### config.mk
export PLATFORM = sky130hd
export DESIGN_NAME = crc_checked_frame_extractor
export DESIGN_NICKNAME = d
export VERILOG_FILES = /design/src/design/ccfe_pkg.sv /design/src/design/crc_checked_frame_extractor.sv
export SDC_FILE = /design/constraint.sdc
export NUM_CORES = 1
export LEC_CHECK = 0
export BUFFER_PORTS_ARGS = -buffer_cell sky130_fd_sc_hd__buf_4
export CAP_MARGIN = 40
export CORE_ASPECT_RATIO = 0.6
export CORE_MARGIN = 2
export CORE_UTILIZATION = 60
export CTS_BUF_LIST = sky130_fd_sc_hd__clkbuf_8
export DETAILED_ROUTE_END_ITERATION = 7
export MAX_ROUTING_LAYER = met4
export PLACE_DENSITY_LB_ADDON = 0.2
export SLEW_MARGIN = 20
export SYNTH_ARGS = -nofsm -noshare
export SYNTH_HDL_FRONTEND = slang
export SYNTH_SLANG_ARGS = --single-unit
export TNS_END_PERCENT = 1
### constraint.sdc
create_clock -name clk -period 6.1 [get_ports clk]
set_input_delay 1.22 -clock clk [delete_from_list [all_inputs] [get_ports clk]]
set_output_delay 1.22 -clock clk [all_outputs]
set_load 0.02 [all_outputs]
### src/design/ccfe_pkg.sv
`timescale 1ns / 1ps
`default_nettype none
// ----------------------------------------------------------------------------
// ccfe_pkg: shared types and constants of the crc checked frame extractor
// sequencer states, plausible command set, x.25 crc step and result packing
// ----------------------------------------------------------------------------
package ccfe_pkg;

    localparam logic [15:0] CRC_INIT = 16'hFFFF;
    localparam logic [15:0] CRC_POLY = 16'h8408;

    localparam int CMD_COUNT = 12;
    localparam logic [7:0] CMD_SET [CMD_COUNT] = '{
        8'h20, 8'h40, 8'h41, 8'h43, 8'h44, 8'h45,
        8'h57, 8'h80, 8'hC7, 8'hC8, 8'hCB, 8'hCC
    };

    // result request layout
    localparam int TDATA_W      = 32;
    localparam int CMD_LSB      = 0;
    localparam int LEN_LSB      = 8;
    localparam int DATA_LSB     = 15;
    localparam int IDX_LSB      = 23;
    localparam int PACK_W       = 29;

    typedef enum logic [3:0] {
        ST_IDLE,
        ST_CHECK,
        ST_CMD_RD,
        ST_CMD_USE,
        ST_LEN_USE,
        ST_CRC_RD,
        ST_CRC_USE,
        ST_FCS_RD,
        ST_FCS_LO,
        ST_FCS_HI,
        ST_PL_RD,
        ST_PL_USE,
        ST_OUT_WAIT,
        ST_COMMIT
    } ccfe_state_t;

    function automatic logic cmd_ok(input logic [7:0] c);
        logic ok;
        ok = 1'b0;
        for (int i = 0; i < CMD_COUNT; i++)
        begin
            if (c == CMD_SET[i])
            begin
                ok = 1'b1;
            end
        end
        return ok;
    endfunction

    // one byte through the reflected x.25 crc
    function automatic logic [15:0] crc_x25_byte(input logic [15:0] crc_in,
                                                 input logic [7:0]  data);
        logic [15:0] c;
        c = crc_in ^ {8'h00, data};
        for (int b = 0; b < 8; b++)
        begin
            c = c[0] ? ((c >> 1) ^ CRC_POLY) : (c >> 1);
        end
        return c;
    endfunction

endpackage
`default_nettype wire

### src/design/crc_checked_frame_extractor.sv
`timescale 1ns / 1ps
`default_nettype none
// ----------------------------------------------------------------------------
// crc_checked_frame_extractor: byte window deframer with crc-16/x.25 check
//
// s_* takes one received byte per request; m_* gives one request per payload
// byte of each valid frame (cmd, len, payload, crc low byte first), or a
// single request with m_tuser low for an empty payload. cfg_we/cfg_wdata
// set the largest accepted payload length (reset 64); they are to be
// written only while idle, which the block itself does not enforce. Each
// byte is written into a circular window memory, then a small sequencer
// rescans the window from its oldest byte through one shared byte-wide crc
// unit. The window memory has a registered read port, so each window byte
// is read in one state and used in the next. The length of a scan grows
// with rejected headers, headers that wait for more bytes, crc checks over
// len+2 bytes, emitted payload bytes and any time the receiver holds
// m_tready low. s_tready is low during the scan and while a result waits;
// a stalled result holds steady. Reset empties the window and clears
// m_tvalid.
// ----------------------------------------------------------------------------
module crc_checked_frame_extractor
    import ccfe_pkg::*;
#(
    parameter int MAX_PAYLOAD_BYTES = 64
)
(
    input  wire logic               clk,
    input  wire logic               rst_n,
    input  wire logic               s_tvalid,
    output logic                    s_tready,
    input  wire logic [7:0]         s_tdata,    // rx_byte
    output logic                    m_tvalid,
    input  wire logic               m_tready,
    output logic [TDATA_W-1:0]      m_tdata,    // frame_cmd, frame_len, data_byte, byte_index
    output logic [0:0]              m_tuser,    // has_data
    output logic                    m_tlast,
    input  wire logic               cfg_we,
    input  wire logic [6:0]         cfg_wdata
);

    localparam int WIN_DEPTH = MAX_PAYLOAD_BYTES + 4;
    localparam int AW        = $clog2(WIN_DEPTH);
    localparam int CW        = $clog2(WIN_DEPTH + 1);
    localparam int SW        = CW + 1;
    localparam int CMP_W     = 10;

    function automatic logic [AW-1:0] win_addr(input logic [AW-1:0] b,
                                               input logic [CW-1:0] off);
        logic [SW-1:0] s;
        s = SW'(b) + SW'(off);
        if (s >= SW'(WIN_DEPTH))
        begin
            s = s - SW'(WIN_DEPTH);
        end
        return s[AW-1:0];
    endfunction

    ccfe_state_t        state_reg, state_next;
    logic [AW-1:0]      base_reg, base_next;
    logic [CW-1:0]      count_reg, count_next;
    logic [CW-1:0]      pos_reg, pos_next;
    logic [6:0]         max_payload_reg, max_payload_next;
    logic               m_tvalid_reg, m_tvalid_next;

    logic [CW-1:0]      rd_off_reg, rd_off_next;
    logic [7:0]         cmd_reg, cmd_next;
    logic [7:0]         len_reg, len_next;
    logic [15:0]        crc_reg, crc_next;
    logic [7:0]         cnt_reg, cnt_next;
    logic [7:0]         fcs_lo_reg, fcs_lo_next;
    logic [6:0]         k_reg, k_next;
    logic [TDATA_W-1:0] m_tdata_reg, m_tdata_next;
    logic               m_tuser_reg, m_tuser_next;
    logic               m_tlast_reg, m_tlast_next;

    logic [7:0]         win_mem [WIN_DEPTH];
    logic [7:0]         mem_rd_reg;
    logic [AW-1:0]      rd_addr;
    logic [AW-1:0]      wr_addr;
    logic               wr_en;

    logic [7:0]         limit;
    logic [CW-1:0]      avail;
    logic               hdr_ok;
    logic               frame_fits;
    logic               crc_last;
    logic               fcs_ok;
    logic               k_last;

    // window memory
    always_ff @(posedge clk)
    begin
        if (wr_en)
        begin
            win_mem[wr_addr] <= s_tdata;
        end
        mem_rd_reg <= win_mem[rd_addr];
    end

    assign wr_en    = s_tvalid && s_tready;
    assign wr_addr  = win_addr(base_reg, count_reg);
    assign rd_addr  = win_addr(base_reg, rd_off_reg);

    assign limit      = (8'(max_payload_reg) > 8'(MAX_PAYLOAD_BYTES)) ?
                        8'(MAX_PAYLOAD_BYTES) : 8'(max_payload_reg);
    assign avail      = count_reg - pos_reg;
    assign hdr_ok     = cmd_ok(cmd_reg) && (mem_rd_reg <= limit);
    assign frame_fits = CMP_W'(avail) >= (CMP_W'(mem_rd_reg) + CMP_W'(4));
    assign crc_last   = (9'(cnt_reg) == (9'(len_reg) + 9'd1));
    assign fcs_ok     = ({mem_rd_reg, fcs_lo_reg} == ~crc_reg);
    assign k_last     = ((8'(k_reg) + 8'd1) == len_reg);

    assign s_tready = (state_reg == ST_IDLE);
    assign m_tvalid = m_tvalid_reg;
    assign m_tdata  = m_tdata_reg;
    assign m_tuser  = m_tuser_reg;
    assign m_tlast  = m_tlast_reg;

    // next state
    always_comb
    begin
        state_next = state_reg;
        unique case (state_reg)
            ST_IDLE:
            begin
                if (s_tvalid)
                begin
                    state_next = ST_CHECK;
                end
            end
            ST_CHECK:
            begin
                if (CMP_W'(avail) < CMP_W'(4))
                begin
                    state_next = ST_COMMIT;
                end
                else
                begin
                    state_next = ST_CMD_RD;
                end
            end
            ST_CMD_RD:   state_next = ST_CMD_USE;
            ST_CMD_USE:  state_next = ST_LEN_USE;
            ST_LEN_USE:
            begin
                priority if (!hdr_ok)
                begin
                    state_next = ST_CHECK;
                end
                else if (!frame_fits)
                begin
                    state_next = ST_COMMIT;
                end
                else
                begin
                    state_next = ST_CRC_RD;
                end
            end
            ST_CRC_RD:   state_next = ST_CRC_USE;
            ST_CRC_USE:  state_next = crc_last ? ST_FCS_RD : ST_CRC_RD;
            ST_FCS_RD:   state_next = ST_FCS_LO;
            ST_FCS_LO:   state_next = ST_FCS_HI;
            ST_FCS_HI:
            begin
                priority if (!fcs_ok)
                begin
                    state_next = ST_CHECK;
                end
                else if (len_reg == 8'd0)
                begin
                    state_next = ST_OUT_WAIT;
                end
                else
                begin
                    state_next = ST_PL_RD;
                end
            end
            ST_PL_RD:    state_next = ST_PL_USE;
            ST_PL_USE:   state_next = ST_OUT_WAIT;
            ST_OUT_WAIT:
            begin
                if (m_tready)
                begin
                    state_next = m_tlast_reg ? ST_COMMIT : ST_PL_RD;
                end
            end
            ST_COMMIT:   state_next = ST_IDLE;
            default:     state_next = ST_IDLE;
        endcase
    end

    // datapath and outputs
    always_comb
    begin
        base_next        = base_reg;
        count_next       = count_reg;
        pos_next         = pos_reg;
        max_payload_next = max_payload_reg;
        m_tvalid_next    = m_tvalid_reg;
        rd_off_next      = rd_off_reg;
        cmd_next         = cmd_reg;
        len_next         = len_reg;
        crc_next         = crc_reg;
        cnt_next         = cnt_reg;
        fcs_lo_next      = fcs_lo_reg;
        k_next           = k_reg;
        m_tdata_next     = m_tdata_reg;
        m_tuser_next     = m_tuser_reg;
        m_tlast_next     = m_tlast_reg;

        if (cfg_we)
        begin
            max_payload_next = cfg_wdata;
        end

        unique case (state_reg)
            ST_IDLE:
            begin
                pos_next = '0;
                if (s_tvalid)
                begin
                    // a full window drops its oldest byte
                    if (count_reg == CW'(WIN_DEPTH))
                    begin
                        base_next = win_addr(base_reg, CW'(1));
                    end
                    else
                    begin
                        count_next = count_reg + CW'(1);
                    end
                end
            end
            ST_CHECK:
            begin
                rd_off_next = pos_reg;
            end
            ST_CMD_RD:
            begin
                rd_off_next = pos_reg + CW'(1);
            end
            ST_CMD_USE:
            begin
                cmd_next = mem_rd_reg;
            end
            ST_LEN_USE:
            begin
                len_next    = mem_rd_reg;
                crc_next    = CRC_INIT;
                cnt_next    = '0;
                rd_off_next = pos_reg;
                if (!hdr_ok)
                begin
                    pos_next = pos_reg + CW'(1);
                end
            end
            ST_CRC_RD:
            begin
            end
            ST_CRC_USE:
            begin
                crc_next    = crc_x25_byte(crc_reg, mem_rd_reg);
                cnt_next    = cnt_reg + 8'd1;
                rd_off_next = rd_off_reg + CW'(1);
            end
            ST_FCS_RD:
            begin
                rd_off_next = rd_off_reg + CW'(1);
            end
            ST_FCS_LO:
            begin
                fcs_lo_next = mem_rd_reg;
            end
            ST_FCS_HI:
            begin
                k_next      = '0;
                rd_off_next = pos_reg + CW'(2);
                priority if (!fcs_ok)
                begin
                    pos_next = pos_reg + CW'(1);
                end
                else if (len_reg == 8'd0)
                begin
                    m_tvalid_next = 1'b1;
                    m_tdata_next  = TDATA_W'(cmd_reg) << CMD_LSB;
                    m_tuser_next  = 1'b0;
                    m_tlast_next  = 1'b1;
                end
                else
                begin
                end
            end
            ST_PL_RD:
            begin
            end
            ST_PL_USE:
            begin
                m_tvalid_next = 1'b1;
                m_tdata_next  = TDATA_W'({k_reg[5:0], mem_rd_reg, len_reg[6:0], cmd_reg});
                m_tuser_next  = 1'b1;
                m_tlast_next  = k_last;
            end
            ST_OUT_WAIT:
            begin
                if (m_tready)
                begin
                    m_tvalid_next = 1'b0;
                    if (m_tlast_reg)
                    begin
                        pos_next = pos_reg + CW'(len_reg) + CW'(4);
                    end
                    else
                    begin
                        k_next      = k_reg + 7'd1;
                        rd_off_next = rd_off_reg + CW'(1);
                    end
                end
            end
            ST_COMMIT:
            begin
                base_next  = win_addr(base_reg, pos_reg);
                count_next = count_reg - pos_reg;
            end
            default:
            begin
            end
        endcase
    end

    always_ff @(posedge clk or negedge rst_n)
    begin
        if (!rst_n)
        begin
            state_reg       <= ST_IDLE;
            base_reg        <= '0;
            count_reg       <= '0;
            pos_reg         <= '0;
            max_payload_reg <= 7'd64;
            m_tvalid_reg    <= 1'b0;
        end
        else
        begin
            state_reg       <= state_next;
            base_reg        <= base_next;
            count_reg       <= count_next;
            pos_reg         <= pos_next;
            max_payload_reg <= max_payload_next;
            m_tvalid_reg    <= m_tvalid_next;
        end
    end

    always_ff @(posedge clk)
    begin
        rd_off_reg  <= rd_off_next;
        cmd_reg     <= cmd_next;
        len_reg     <= len_next;
        crc_reg     <= crc_next;
        cnt_reg     <= cnt_next;
        fcs_lo_reg  <= fcs_lo_next;
        k_reg       <= k_next;
        m_tdata_reg <= m_tdata_next;
        m_tuser_reg <= m_tuser_next;
        m_tlast_reg <= m_tlast_next;
    end

endmodule
`default_nettype wire

# Word-level counts from Yosys, hierarchy flattened
# Memory sizes are Yosys's and may differ from the RTL's. A register that Yosys moved wholly into a read port is not among the register bits.
# Index checks and enable logic that the tools add are counted.
[classes]
n_bitwise = 10
n_reduce_logical = 21
magnitude_cmp = 8
muxes = 67
n_addsub = 20
n_eq_ne = 39
[op_table]
columns = ["cell", "n"]
rows = [
  ["2-to-1 mux 16 bit", 8],
  ["2-to-1 mux 7 bit", 17],
  ["2-to-1 mux 32 bit", 2],
  ["one-hot mux 32 bit (2 select lines)", 1],
  ["one-hot mux 4 bit (13 select lines)", 1],
  ["equality test 8 x 7 -> 1 bit (second input constant)", 6],
  ["one-hot mux 7 bit (2 select lines)", 3],
  ["equality test 8 bit (second input constant)", 5],
  ["one-hot mux 7 bit (5 select lines)", 1],
  ["greater-or-equal comparator 8 x 7 -> 1 bit (second input constant)", 4],
  ["one-hot mux 16 bit (2 select lines)", 1],
  ["adder 7 x 1 -> 7 bit (second input constant)", 4],
  ["one-hot mux 7 bit (4 select lines)", 1],
  ["subtractor 7 bit (second input constant)", 4],
  ["adder 7 x 7 -> 8 bit", 3],
  ["equality test 4 bit (second input constant)", 6],
  ["2-to-1 mux 4 bit", 6],
  ["inverter 2 -> 3 bit", 8],
  ["2-to-1 mux 1 bit", 19],
  ["!= test 2 bit (second input constant)", 9],
  ["adder 7 x 1 -> 8 bit (second input constant)", 2],
  ["equality test 16 bit", 1],
  ["equality test 4 x 3 -> 1 bit (second input constant)", 4],
  ["inverter 16 bit", 1],
  ["other kinds (36)", 48],
]
[word_totals]
mem_bits_rw = 544
register_bits = 129
inputBits = 20
mem_count = 1
output_inout_bits = 36
elab_cells = 182
[memory_table]
columns = ["name", "depth", "width", "read_ports", "rd_ports_with_merged_regs", "wr", "line_no", "rtl"]
rows = [
  ["win_mem", 68, 8, 1, 1, 1, "crc_checked_frame_extractor.sv:76", "logic [7:0] win_mem [WIN_DEPTH];"],
]

# Depth between registers and ports, before layout
[depth]
ltp_word = 18
depth_mapped = 17
depth_no_buf = 15

# Least setup slack after synthesis
# No wires, ideal clock.
[synth_timing]
kind = "reg-to-reg"
from = "reg base_reg[1]"
to = "reg mem_rd_reg[2], read port of win_mem"
arrival_ns = 3.873
t_required_ns = 5.978
stages_incl_launch_ff = 15
slack_ns = 2.105
path_buffers = 1
synth_period_minus_slack_ns = 3.995
setup_ns = 0.122
path_cell_list = "dfrtp_1 inv_1 fa_1 xnor2_1 inv_1 ha_1 nor2b_1 mux2i_1 a211oi_4 o21ai_4 mux2i_4 buf_6 mux2_2 a21oi_1 nand3_1"
[synth_between]
elab_chain_cells = 3
word_cells_on_any_way = 4
classes_between = "add/sub (2); order compare (1); mux (1)"
[synth_rtl]
columns = ["element", "line_no", "rtl"]
rows = [
  ["from (decl)", "crc_checked_frame_extractor.sv:59", "logic [AW-1:0] base_reg, base_next;"],
  ["from (signal assigned)", "crc_checked_frame_extractor.sv:343", "base_reg <= base_next;"],
  ["adder 7 x 7 -> 8 bit *", "crc_checked_frame_extractor.sv:50", "s = SW'(b) + SW'(off);"],
  ["subtractor 7 bit / greater-or-equal comparator 8 x 7 -> 1 bit (equally long branches)", "crc_checked_frame_extractor.sv:53, crc_checked_frame_extractor.sv:51", ""],
  ["2-to-1 mux 7 bit *", "crc_checked_frame_extractor.sv:51", "if (s >= SW'(WIN_DEPTH))"],
  ["to (decl)", "crc_checked_frame_extractor.sv:77", "logic [7:0] mem_rd_reg;"],
]
# Mark *: on every way between the ends. The rest lies on a longest branch, timed or not.
# A chain may end at the register's enable or synchronous reset.

# Final worst setup path
# Ends and elaborated chain as after synthesis.

==> reports/results.tsv <==
metric	value	unit
critical_path_arrival	5.51	ns
placed_cells	2651	
synth_edf_count	637	
portBuffers	52	
die-area	53000	um2
maxCapViolCount	0	
rsz0062_at_grt	false	
fin_cells	2852	
clock_latency	0.70	ns
fp-row-count	64	
syn2layout_area_growth	10.9	%
vias	18185	
synth_cell_types	85	
wl_per_cell	26.1	um
relSlewSlack	42.8	%
yosys-top-cells-area	edfxtp_1, mux4_2, ha_1, dfrtp_1, xnor2_1	
initial_utilization	60.5	%
cts_made_buffers	97	
power	0.0195	W
synth_top_area_share	62.4	%
cts_sinks	678	
ir_drop	0.557	mV
startpoint_type	register	
critPathMaxStageDelay	0.60	ns
crit_path_top_delay_cell	dfrtp_1	
setup.worst_path.class	register to register	
io_pins	56	
path_clk_slew	0.07	ns
root_buffer	clkbuf_8	
async_reset_ff_share	4.87	%
syn_area_per_cell	15.8	um2
synth.largest_area_cell	edfxtp_1	
synth-seq-area-share	65.6	%
core	50700	um2
remaining_drc_errors	0	
antenna_found_initial	2	
critPathRequiredTime	6.69	ns
layout-drive-gt1-share	20.1	%
dpl.hpwl	49.9	mm
finalSetupViolations	0	
max_freq	0.203	GHz
finalNetCount	2185	
cp_num_buf_inv	5	
synthCells	1945	
pwr_density_cell	574	nW/um2
hold_buffers	0	
period_needed	4.92	ns
drtIter0Drc	2424	
cts_tree	built	
finalCritPeriodShare	80.6	%
largest_reg_flops	544	
status	completed	
hold_violations	0	
grt_pass1_wl	110	mm
dr.pass1.iters	6	
crit_path_end_kind	register	
synth_area	30700	um2
yosys_register_bits	678	
first_global_vias	17021	
fill_cells	3408	
die_w	296	um
mostFrequentLayoutCells	edfxtp_1, mux4_2, nor2_1	
drt-total-wl	74.3	mm
post-place-ws	1.15	ns
clock_skew	0.0441	ns
grt_max_degree	69	
htreeDepth	3	
final_common_cell	edfxtp_1	
gp_congestion	0.963	
hold_class	register to register	
fin_ws	1.18	ns
cts_setup_buffers	0	
grt-ovfl-total	0	
finalSetupTns	0	ns
dieHeight	179	um
cp_top_family	buffers and inverters	
path_max_fanout	21	
synth_warnings	0	
tightestPinTransition	0.852	ns
worstPathCellList	inv_1, fa_4, xnor2_1, buf_4, inv_1, ha_1, nor2b_1, mux2i_1, a211oi_4, o21ai_4, xnor2_4, buf_16, buf_4, mux2i_1, mux2i_1, a32oi_1, nand3_1	
viasPerCell	6.38	
critPathMostFrequentCell	mux2i_1	
grt_use_total	29.4	%
cts_resized	0	
p_leak	11.8	nW
ant_nets	0	
synth_top_flop_cell	edfxtp_1	
clk_path_buf_depth	3	
slew_violations	0	
-- cell type report --
| type | count | area (um2) | share of cell area (%) |
|---|---|---|---|
| Inverter | 54 | 203 | 0.596 |
| Tap cell | 693 | 867 | 2.55 |
| Antenna cell | 1 | 2.50 | 0.00736 |
| Clock buffer | 102 | 1400 | 4.13 |
| Clock inverter | 67 | 378 | 1.11 |
| Sequential cell | 678 | 20100 | 59.2 |
| Timing Repair Buffer | 125 | 1020 | 2.99 |
| Multi-Input combinational cell | 1132 | 10000 | 29.5 |
-- cell families after synthesis --
kind of cell             share of synthesized area (%)
multiplexers                                      12.8
buffers and inverters                             1.93
other                                           0.0122
XOR/XNOR                                          3.45
adder cells (fa/ha/maj)                           3.26
flip-flops                                        65.6
AO/OA/AOI/OAI                                     5.76
AND/OR/NAND/NOR                                   7.20
-- synth_stat cells, drive strengths merged, types with 11 or more instances --
library cell and n:
nor3 22, a211o 11, a21o 16, nor2b 23, a31oi 12, nor2 123, mux4 137, nand2b 21
ha 72, edfxtp 637, nand4 17, o21ai 64, nand3 46, buf 27, o22ai 12, xor2 45
xnor2 75, and2 25, mux2 17, a21oi 66, mux2i 62, and3 14, clkbuf 56, a211oi 15
inv 53, nand2 117, dfrtp 32
-- metrics by stage --
step	hold slack, ns	instance area (um2)	util (%)
floorplan	0.443	30700	-
global placement	0.467	31800	62.7
detailed placement	0.472	32000	63.0
CTS	0.486	33700	66.6
global route	0.507	34000	67.1
finish	0.487	34000	67.1
-- per-layer routing --
metal  track usage (%)  wire, um  vias up
met5                 -         0        -
met4              5.27       975        0
met3              9.67      9310       97
met2              36.1     29400      990
met1              47.4     34600     9241
li1                  -         -     7857
-- report_power, final --
group | internal [W] | switching, W | leakage [nW]
registers | 0.00543 | 0.000342 | 6.20
logic | 0.00418 | 0.00620 | 4.57
clock network | 0.00164 | 0.00173 | 1.02
-- path summary, 6_finish.rpt --
kind | slack, ns | to | cells past startpoint | start
setup / recovery | 1.18 | mem_rd_reg[2] | 17 | base_reg[1]
hold / removal | 0.49 | m_tvalid | 1 | m_tvalid
setup reg to reg | 1.18 | mem_rd_reg[2] | 17 | base_reg[1]
hold reg to reg | 0.49 | m_tvalid | 1 | m_tvalid
max in group asynchronous | 5.16 | max_payload_reg[0] | 1 | rst_n
min in group asynchronous | 0.52 | base_reg[1] | 1 | rst_n
Power figures use the tool's default switching activity.
